## src/rtl/spbh_pkg.sv

```systemverilog
// Package for the height slicer: sizes, the point word types and the
// register map. Used by every module of the block; depends on nothing.
`timescale 1ns / 1ps
`default_nettype none

package spbh_pkg;

   // Default capacity of the sorting chain.
   localparam int MAX_POINTS = 64;

   // Fixed field widths.
   localparam int HEIGHT_W = 32;
   localparam int IDX_W    = 6;
   localparam int SLICE_W  = 6;
   localparam int THICK_W  = 31;

   // Depth of the queue between the sorting chain and the slicer.
   localparam int QUEUE_DEPTH = 4;
   localparam int QPTR_W      = $clog2(QUEUE_DEPTH);
   localparam int QCNT_W      = $clog2(QUEUE_DEPTH + 1);

   // Configuration port.
   localparam int CSR_ADDR_W = 3;
   localparam int CSR_DATA_W = 32;
   localparam logic [CSR_ADDR_W-1:0] ADDR_THICKNESS  = 3'd0;
   localparam logic [THICK_W-1:0]    THICKNESS_RESET = 31'd6554;

   // Input word: one point.
   typedef struct packed {
      logic signed [HEIGHT_W-1:0] height_value;
      logic                       last_point;
   } req_word_type;

   // Result word: one emitted point.
   typedef struct packed {
      logic [IDX_W-1:0]   point_index;
      logic [SLICE_W-1:0] slice_number;
      logic               slice_start;
      logic               points_dropped;
      logic               last_result;
   } rsp_word_type;

   // One stored point inside the sorting chain.
   typedef struct packed {
      logic signed [HEIGHT_W-1:0] height;
      logic [IDX_W-1:0]           index;
   } cell_type;

   // Word moved from the sorting chain to the slicer.
   typedef struct packed {
      logic signed [HEIGHT_W-1:0] height;
      logic [IDX_W-1:0]           index;
      logic                       dropped;
      logic                       last;
   } point_word_type;

endpackage

`default_nettype wire

```

## src/rtl/spbh_queue.sv

```systemverilog
// Short first-in first-out queue between the sorting chain and the slicer.
// Depends on spbh_pkg for the word type and the depth.
`timescale 1ns / 1ps
`default_nettype none

module spbh_queue (
   input  wire                        clock,
   input  wire                        reset,
   input  wire                        push,
   input  spbh_pkg::point_word_type   push_word,
   output logic                       full,
   input  wire                        pop,
   output logic                       pop_valid,
   output spbh_pkg::point_word_type   pop_word
);

   spbh_pkg::point_word_type mem_ff [spbh_pkg::QUEUE_DEPTH];
   logic [spbh_pkg::QPTR_W-1:0] wr_ptr_ff, wr_ptr_in;
   logic [spbh_pkg::QPTR_W-1:0] rd_ptr_ff, rd_ptr_in;
   logic [spbh_pkg::QCNT_W-1:0] fill_ff, fill_in;
   logic do_push;
   logic do_pop;

   assign full      = (fill_ff == spbh_pkg::QCNT_W'(spbh_pkg::QUEUE_DEPTH));
   assign pop_valid = (fill_ff != '0);
   assign pop_word  = mem_ff[rd_ptr_ff];
   assign do_push   = push && !full;
   assign do_pop    = pop && pop_valid;

   // Pointer and fill level update.
   always_comb begin
      wr_ptr_in = do_push ? wr_ptr_ff + spbh_pkg::QPTR_W'(1) : wr_ptr_ff;
      rd_ptr_in = do_pop ? rd_ptr_ff + spbh_pkg::QPTR_W'(1) : rd_ptr_ff;
      fill_in   = fill_ff;
      if (do_push && !do_pop) begin
         fill_in = fill_ff + spbh_pkg::QCNT_W'(1);
      end else if (do_pop && !do_push) begin
         fill_in = fill_ff - spbh_pkg::QCNT_W'(1);
      end
   end

   always_ff @(posedge clock) begin
      if (reset) begin
         wr_ptr_ff <= '0;
         rd_ptr_ff <= '0;
         fill_ff   <= '0;
      end else begin
         wr_ptr_ff <= wr_ptr_in;
         rd_ptr_ff <= rd_ptr_in;
         fill_ff   <= fill_in;
      end
   end

   always_ff @(posedge clock) begin
      if (do_push) begin
         mem_ff[wr_ptr_ff] <= push_word;
      end
   end

endmodule

`default_nettype wire

```

## config.mk

```make
export PLATFORM = sky130hd
export DESIGN_NAME = spbh_queue
export DESIGN_NICKNAME = d
export VERILOG_FILES = /design/src/rtl/spbh_pkg.sv /design/src/rtl/spbh_queue.sv
export SDC_FILE = /design/constraint.sdc
export NUM_CORES = 1
export LEC_CHECK = 0
export ABC_CLOCK_PERIOD_IN_PS = 6300
export BUFFER_PORTS_ARGS = -buffer_cell sky130_fd_sc_hd__buf_4
export CORE_UTILIZATION = 41
export DETAILED_ROUTE_END_ITERATION = 10
export GPL_ROUTABILITY_DRIVEN = 0
export GPL_TIMING_DRIVEN = 1
export SETUP_SLACK_MARGIN = 0.5
export SYNTH_ARGS = -nofsm -noshare
export SYNTH_HDL_FRONTEND = slang
export SYNTH_SLANG_ARGS = --single-unit
```

## constraint.sdc

```tcl
create_clock -name clock -period 6.3 [get_ports clock]
set_clock_uncertainty 0.1 [all_clocks]
set_input_delay 0 -clock clock [delete_from_list [all_inputs] [get_ports clock]]
set_output_delay 0 -clock clock [all_outputs]
set_load 0.005 [all_outputs]
```

==> summary.txt <==
Die
  • Num rows: between 40 and 50
  • IO Pins: between 80 and 90
  • Starting Density: 42.6%
  • Die ar.: ~0.016 mm^2
  • Core area: roughly 0.015 mm^2
  • Die width: 126 um
  • Chip Height: roughly 130 um

Timing
  • Slew margin rel.: around a quarter
  • Post-route setup TNS: 0 ns
  • Fmax achieved: 431 MHz
  • Hold Fails Final Rpt: 0
  • Post-route minimum period: between 2 and 2.5 ns
  • Final Cycle Share: about 37%
  • RSZ-0062 raised after global routing: false
  • # setup viols final: 0
  • Slew Limit Fails: 0
  • Worst Tran Pin Value: approximately 1.1 ns

Routing
  • Drt pass-1 iters: 4
  • Vias after detailed routing: about 3k
  • Final WL: about 11000 um
  • ANT nets after route: 0
  • Via density: between 4 and 5
  • Drt wl/cell: 17.9 um
  • Starting DRT DRC Count: 142
  • # DRC: 0

Clock tree
  • Clk_lat worst skew: about 0.42 ns
  • H-tree level count: 4
  • TritonCTS clock tree: done
  • Clock tree buffer depth: 2
  • CTS Sinks: approximately 170
  • Num CTS Buffers: 17
  • Post-CTS Setup Bufs: 0
  • Clk slew on worst S/H paths: approximately 0.06 ns
  • CTS root buf: clkbuf_16

Logic synthesis
  • Most area-consuming cells after synthesis: edfxtp_1 (76%), mux4_2 (14%), dfxtp_1 (2.9%)
  • Synth top area share: between 70% and 80%
  • Synthesized instance count: 257
  • Flops & latches, synth: 169
  • Yosys cell types: 22
  • Syn avg cell area: about 24 um^2
  • Synth area leader: edfxtp_1
  • Syn Std Cell Area: 0.00629 mm^2
  • Yosys warns: 0
  • Synthesized net count: 307
  • Sequential share of the synthesized area: slightly below 80%

Critical path
  • CP Data Required Time: ~6.5 ns
  • Max incr delay on CP: between 0.4 and 0.5 ns
  • Crit path DAT: around 2.6 ns
  • Crit Path Class: register to register
  • CP Cell Sequence: nor3b_2 > nor2_2 > ha_1 > inv_1 > fa_1 > xor2_1 > or3_1 > a21oi_1
  • Slowest cell on crit path: dfxtp_1
  • Critical Path End Type: register
  • CP Max Fanout: 6
  • Startpoint types: register

Global route
  • First-pass GRT wire length: ~17000 um
  • Initial antenna violation count: 0
  • Largest net degree at the start of global routing: approximately 40
  • Grt ovf: 0
  • Vias in the first global route: ~3.1k
  • Total GRT Usage: roughly 15%

Pwr
  • Leakage power: approximately 2.7 nW
  • Pwr per Cell Area: around 380 mW/mm^2
  • Peak VDD IR: about 0.32 mV

Final layout
  • Final Net Count: ~450
  • Most common cell after layout, fill and taps aside: edfxtp_1
  • Diode count: 0
  • Multi-input gate area: between 0.001 and 0.0015 mm^2
  • Most frequent cells in the layout: edfxtp_1 (160), buf_4 (85), dlygate4sd3_1 (44), mux4_2 (40), clkbuf_16 (17)
  • Non-Filler Instances: around 590
  • Layout cells sized above 1: 38.7%
  • Register area: ~0.0050 mm^2
  • Final instance area: around 0.0080 mm^2
  • Fillers: between 1k and 1.5k
  • Area grow syn2layout: 27.4%
  • Post-Route Utilization: a little over half

Placement
  • Hpwl dp: slightly below 6000 um
  • Port Buffers: 85
  • Dpl cells: ~520
  • DP Area: about 0.007 mm^2

Run status
  • Outcome: finished clean

Flow run
  • Max Cap Viol: 0

Min path
  • Hold crit path type: primary input to register
power by group:
group	switching (W)	total, W	internal, W
registers	0.000124	0.00148	0.00136
clock network	0.000370	0.000903	0.000533
logic	0.000219	0.000623	0.000404
cells by family (layout without fill, tap and decap cells):
| logic type | Yosys count | count (layout) | share of synthesized area, % |
|---|---|---|---|
| xor+xnor | 4 | 4 | 0.557 |
| mux | 42 | 42 | 14.6 |
| fa+ha+maj | 6 | 6 | 1.31 |
| compound gates | 6 | 6 | 0.657 |
| simple gates | 16 | 16 | 1.49 |
| flops | 169 | 169 | 79.3 |
| buf+inv | 14 | 165 | 2.07 |
per-stage QoR:
stage / worst slack (ns) / hold WS, ns / total power [W]
floorplan: 4.07 / -0.00113 / 0.00186
global placement: 4.05 / 0.102 / 0.00211
detailed placement: 3.99 / 0.105 / 0.00212
CTS: 3.96 / 0.209 / 0.00305
global route: 3.85 / 0.213 / 0.00315
finish: 3.98 / 0.224 / 0.00301
timing repair:
action                    in CTS  in global routing
hold endpoints to repair     169                  0
gates resized for setup        0                  0
hold buffers                  44                  0
per-layer routing:
layer | vias up | GRT usage (%) | wire [um]
met5 | - | 0 | 0
met3 | 12 | 4.59 | 507
met1 | 1519 | 18.7 | 4680
met4 | 0 | 6.38 | 148
met2 | 74 | 23.1 | 5290
li1 | 1345 | - | -
state kept, by name, summed over array words and instances (netlist names), named ones only:
name	count
fill_ff	3
mem_ff	160
rd_ptr_ff	2
wr_ptr_ff	2
cells in the mapped netlist:
cell type,count
and2_1,4
o311ai_1,1
edfxtp_1,160
nor2_1,5
clkbuf_1,1
or3_1,3
buf_6,1
o31ai_2,1
nor3b_2,1
ha_1,5
mux4_2,40
buf_12,4
inv_1,4
nand2b_1,2
o21ai_0,2
buf_2,4
dfxtp_1,9
xor2_1,4
nor2_2,1
a21oi_1,2
fa_1,1
mux2i_1,2
worst paths after layout:
kind,startpoint,end,slack (ns),cells past startpoint
min reg2reg,rd_ptr_ff[1],register,0.43,2
max reg2reg,fill_ff[0],fill_ff[2],3.98,8
min,push_word[12],mem_ff[2][12],0.22,2
max,fill_ff[0],fill_ff[2],3.98,8
critical path, delay by kind of cell (launching register included):
kind,cells,cell delay [ns]
buf+inv,1,0.07
flops,1,0.47
xor+xnor,1,0.17
compound gates,1,0.17
fa+ha+maj,2,0.61
simple gates,3,0.64
cell type report:
type                       count  share of cell area (%)
clock buffer                  28                    6.20
clock inverter                 4                   0.250
timing repair buffer         129                    13.5
inverter                       4                   0.187
multi-input combinational     74                    14.7
sequential                   169                    62.3
tap                          184                    2.87
Power figures use the tool's default switching activity.
