===== src/rtl/spbh_pkg.sv =====
// Package for the height slicer: sizes, the point word types and the
// register map. Used by every module of the block; depends on nothing.
`timescale 1ns / 1ps
`default_nettype none

package spbh_pkg;

   // Default capacity of the sorting chain.
   localparam int MAX_POINTS = 64;

   // Fixed field widths.
   localparam int HEIGHT_W = 32;
   localparam int IDX_W    = 6;
   localparam int SLICE_W  = 6;
   localparam int THICK_W  = 31;

   // Depth of the queue between the sorting chain and the slicer.
   localparam int QUEUE_DEPTH = 4;
   localparam int QPTR_W      = $clog2(QUEUE_DEPTH);
   localparam int QCNT_W      = $clog2(QUEUE_DEPTH + 1);

   // Configuration port.
   localparam int CSR_ADDR_W = 3;
   localparam int CSR_DATA_W = 32;
   localparam logic [CSR_ADDR_W-1:0] ADDR_THICKNESS  = 3'd0;
   localparam logic [THICK_W-1:0]    THICKNESS_RESET = 31'd6554;

   // Input word: one point.
   typedef struct packed {
      logic signed [HEIGHT_W-1:0] height_value;
      logic                       last_point;
   } req_word_type;

   // Result word: one emitted point.
   typedef struct packed {
      logic [IDX_W-1:0]   point_index;
      logic [SLICE_W-1:0] slice_number;
      logic               slice_start;
      logic               points_dropped;
      logic               last_result;
   } rsp_word_type;

   // One stored point inside the sorting chain.
   typedef struct packed {
      logic signed [HEIGHT_W-1:0] height;
      logic [IDX_W-1:0]           index;
   } cell_type;

   // Word moved from the sorting chain to the slicer.
   typedef struct packed {
      logic signed [HEIGHT_W-1:0] height;
      logic [IDX_W-1:0]           index;
      logic                       dropped;
      logic                       last;
   } point_word_type;

endpackage

`default_nettype wire


===== src/rtl/spbh_slicer.sv =====
// Back end: takes sorted points from the queue, assigns slice numbers and
// holds each result word in an output register. Depends on spbh_pkg.
`timescale 1ns / 1ps
`default_nettype none

module spbh_slicer (
   input  wire                                clock,
   input  wire                                reset,
   input  wire [spbh_pkg::THICK_W-1:0]        thickness,
   input  wire                                q_valid,
   input  spbh_pkg::point_word_type           q_word,
   output logic                               q_pop,
   output logic                               rsp_valid,
   input  wire                                rsp_stall,
   output spbh_pkg::rsp_word_type             rsp_data
);

   localparam int DIFF_W = spbh_pkg::HEIGHT_W + 1;

   logic                              rsp_valid_ff, rsp_valid_in;
   spbh_pkg::rsp_word_type            rsp_data_ff, rsp_data_in;
   logic                              first_ff, first_in;
   logic signed [spbh_pkg::HEIGHT_W-1:0] open_ff, open_in;
   logic [spbh_pkg::SLICE_W-1:0]      slice_ff, slice_in;

   logic signed [DIFF_W-1:0] diff;
   logic signed [DIFF_W-1:0] limit;
   logic                     opens;

   assign rsp_valid = rsp_valid_ff;
   assign rsp_data  = rsp_data_ff;

   // Take a word when the output register is empty or being emptied.
   assign q_pop = q_valid && (!rsp_valid_ff || !rsp_stall);

   // Exact height gap to the slice's opening point, in one extra bit.
   assign diff  = {q_word.height[spbh_pkg::HEIGHT_W-1], q_word.height}
                - {open_ff[spbh_pkg::HEIGHT_W-1], open_ff};
   assign limit = $signed({2'b00, thickness});
   assign opens = first_ff || (diff > limit);

   always_comb begin
      rsp_valid_in = rsp_valid_ff;
      rsp_data_in  = rsp_data_ff;
      first_in     = first_ff;
      open_in      = open_ff;
      slice_in     = slice_ff;
      if (q_pop) begin
         rsp_valid_in = 1'b1;
         if (first_ff) begin
            slice_in = '0;
         end else if (opens) begin
            slice_in = slice_ff + spbh_pkg::SLICE_W'(1);
         end
         if (opens) begin
            open_in = q_word.height;
         end
         first_in                   = q_word.last;
         rsp_data_in.point_index    = q_word.index;
         rsp_data_in.slice_number   = slice_in;
         rsp_data_in.slice_start    = opens;
         rsp_data_in.points_dropped = q_word.dropped;
         rsp_data_in.last_result    = q_word.last;
      end else if (!rsp_stall) begin
         rsp_valid_in = 1'b0;
      end
   end

   always_ff @(posedge clock) begin
      if (reset) begin
         rsp_valid_ff <= 1'b0;
         first_ff     <= 1'b1;
      end else begin
         rsp_valid_ff <= rsp_valid_in;
         first_ff     <= first_in;
      end
   end

   always_ff @(posedge clock) begin
      rsp_data_ff <= rsp_data_in;
      open_ff     <= open_in;
      slice_ff    <= slice_in;
   end

endmodule

`default_nettype wire


===== config.mk =====
export PLATFORM = sky130hd
export DESIGN_NAME = spbh_slicer
export DESIGN_NICKNAME = d
export VERILOG_FILES = /design/src/rtl/spbh_pkg.sv /design/src/rtl/spbh_slicer.sv
export SDC_FILE = /design/constraint.sdc
export NUM_CORES = 1
export LEC_CHECK = 0
export BUFFER_PORTS_ARGS = -buffer_cell sky130_fd_sc_hd__buf_2
export CAP_MARGIN = 0
export CORE_AREA = 2 2 145 105
export DETAILED_ROUTE_END_ITERATION = 10
export DIE_AREA = 0 0 147 107
export SYNTH_ARGS = -nofsm -noshare
export SYNTH_HDL_FRONTEND = slang
export SYNTH_SLANG_ARGS = --single-unit

===== constraint.sdc =====
create_clock -name clock -period 15.9 [get_ports clock]
set_clock_uncertainty 0.15 [all_clocks]
set_input_delay 0.795 -clock clock [delete_from_list [all_inputs] [get_ports clock]]
set_output_delay 0.795 -clock clock [all_outputs]
set_load 0.02 [all_outputs]

==> summary.txt <==
Outcome
  • Status: complete, no violations

Clocking
  • Skew-Pair Late Insertion Delay: around 290 ps
  • CTS resizes: 0
  • Sink Count: 49
  • CTS tree: done
  • Clk pin slew, worst setup/hold paths: 70 ps
  • H-tree depth: 2
  • Clk root buf: clkbuf_16
  • Setup bufs post-CTS: 0
  • Clock buffer count from CTS: 5
  • Bufs on Longest Clock Path: 2
  • CTS Hold Buffers Added: 0

Detailed routing
  • DRC: 0
  • Antenna-violating nets left: 0
  • Initial drt markers: 214
  • Post-Route WL: 9870 um
  • Via count: 3,485
  • Post-DR vias/cell: roughly 4.7
  • DRT Pass-1 Iters: 5
  • Routed wire per std cell: between 10 and 15 um

Timing
  • Slew @ Worst Pin: 812 ps
  • Sum Neg Setup Slack: 0 ps
  • # setup viols final: 0
  • Final Critical Period: 6300 ps
  • Fmax: 159 MHz
  • Final hold violations: 0
  • RSZ-0062 raised after global routing: no
  • Slew HR: between 40 and 50%
  • Final Max Slew Viols: 0
  • Fin crit share: 39.6%

Finish
  • Share of layout cells above drive strength 1: between 20 and 25%
  • Area growth syn-to-layout: 20.1%
  • Layout net count: 687
  • Final Util: 35.4%
  • Ant. Diodes: 0

Floorplan
  • Core Box Area: 0.0144 mm2
  • Die ar.: 0.0157 mm2
  • DIE HEIGHT: 107 um
  • Initial core utilization: 29.4%
  • Overall die width: 147 um
  • Rows: 37
  • IO Count: 92

Placement
  • # port buffers: between 90 and 100
  • GP Congestion: 0.844
  • Post-DP HPWL: 8220 um

Yosys
  • Avg Cell Area, Syn: 9.35 um2
  • Synth Area in Compound Gates: 20.1%
  • Synth area leader: edfxtp_1
  • Yosys warns: 0
  • Main synth FF type: edfxtp_1
  • Area contributors post-synth: edfxtp_1 (33%), ha_1 (19%), inv_1 (6.6%)
  • Largest family of logic cells by synthesized area: compound AO/OA/AOI/OAI gates
  • Mux contribution to synthesized area: less than 1%
  • Seq/Total Area, Yosys: about a third
  • Count leader, synth: inv_1
  • Most frequent cells after synthesis: inv_1 (74), ha_1 (64), edfxtp_1 (47)
  • Cells after synthesis: 452
  • Netlist cell types: slightly below 60
  • Synth Area in Adders: 19.4%
  • Post-synthesis simple-gate area fraction: 13.1%
  • Async set or reset register ratio after synthesis: 0%
  • Synthesized Nets: 592
  • EDFF count, synth: 47
  • Synthesis-stage register bit count: 49
  • Yosys top cell area share: 33.4%
  • Synthesized area: 0.00423 mm2
  • Xor/xnor cell area share of the yosys netlist: 5.39%

Power and ir drop
  • Total Power: 0.448 mW
  • Static leakage: around 2.4 nW
  • Maximum vdd drop: 44.0 uV
  • Pwr/cell area: 88.2 mW/mm2

Global route
  • First-pass GRT wire length: between 15,000 and 20,000 um
  • Largest net degree at the start of global routing: 33
  • Antenna violations before repair: 0
  • Overall Global Routing Usage: ~12%
  • GRT overflow: 0
  • Via count of the first global-routing pass: 3,392

Critical path
  • Setup CP Type: in2reg
  • CP startpoint kind: input port
  • Worst endpoint required time: 15,750 ps
  • CP Capture Type: flop
  • Worst EP arrival: 6150 ps
  • Worst R2R Path Depth: 22
  • Crit-path max FO: 32

Run
  • Max-Cap Viols: 0

Hold path
  • Min-Delay Path Class: reg2reg
  • Worst hold stages: 2
## sequential cells by signal (all words and copies together) (netlist names)
name       count
open_ff       32
rsp_data       9
slice_ff       6
first_ff       1
rsp_valid      1
## cells in the final DEF, fill, tap and decap left out, types with 4 or more instances in the layout
cell type,count
a211oi_1,6
a21o_1,12
a21oi_1,45
buf_2,91
clkbuf_16,5
edfxtp_1,47
ha_1,64
inv_1,74
nand2_1,17
nand2b_1,9
nand3_1,10
nand4_1,12
nor2_1,28
nor2b_1,4
nor3_1,7
o211ai_1,5
o21ai_0,20
o21ai_1,5
o21bai_1,4
or3_1,4
xnor2_1,23
## worst paths after layout
check / start / to / slack (ps)
setup reg to reg: open_ff[0] / open_ff[8] / 9950
setup / recovery: q_word[8] / open_ff[8] / 9600
hold / removal: rsp_valid / rsp_valid / 370
hold reg to reg: rsp_valid / rsp_valid / 370
## where the power goes
group	leakage, nW	switching [mW]	internal (mW)
combinational	1.81	0.0971	0.0715
clock	0.0810	0.0476	0.0747
sequential	0.470	0.00378	0.153
total	2.36	0.149	0.299
## metal layers
metal / GRT usage (%) / routed length [um] / share of wire, % / up-vias
met2: 19.3 / 4190 / 42 / 73
li1: - / - / - / 1827
met4: 2.34 / 109 / 1.1 / 0
met1: 17.9 / 5210 / 53 / 1575
met3: 2.13 / 355 / 3.6 / 10
met5: 0 / 0 / 0 / -
## logic make-up (layout without fill, tap and decap cells)
| group | Yosys count | after routing |
|---|---|---|
| xor+xnor | 26 | 26 |
| buf+inv | 79 | 175 |
| mux | 1 | 1 |
| flops | 49 | 49 |
| compound gates | 125 | 125 |
| fa+ha+maj | 65 | 65 |
| simple gates | 107 | 107 |
## through the flow
step,instances,worst slack [ps],area [um2],hold WS [ps]
finish,743,9600,5070,367
global route,743,9040,5070,404
CTS,743,9620,5070,370
detailed placement,735,9320,4910,353
global placement,735,9580,4910,333
floorplan,452,10230,4230,436
## final cells by class
type | count | area (um2)
clock buffer | 6 | 129
clock inverter | 2 | 38.8
fill | 1511 | 9280
inverter | 74 | 278
multi-input combinational | 324 | 2460
sequential | 49 | 1450
tap | 195 | 244
timing repair buffer | 93 | 470
## worst max-delay path, cell delays in order
cell,delay [ps]
buf_2,110
inv_1,50
ha_1,180
fa_1,220
nand2b_1,140
a21oi_1,110
o41ai_1,670
a21oi_1,220
a21oi_1,240
o21ai_0,90
and2_1,190
o41ai_2,260
xnor2_1,170
ha_1,260
a21oi_1,150
nor2_1,60
a2111oi_0,290
o211ai_1,170
o2111ai_1,370
nand2_1,110
o41ai_2,660
nor2_1,150
o21a_1,210
buf_4,270
Note: power is estimated with default switching activity, not from simulation.
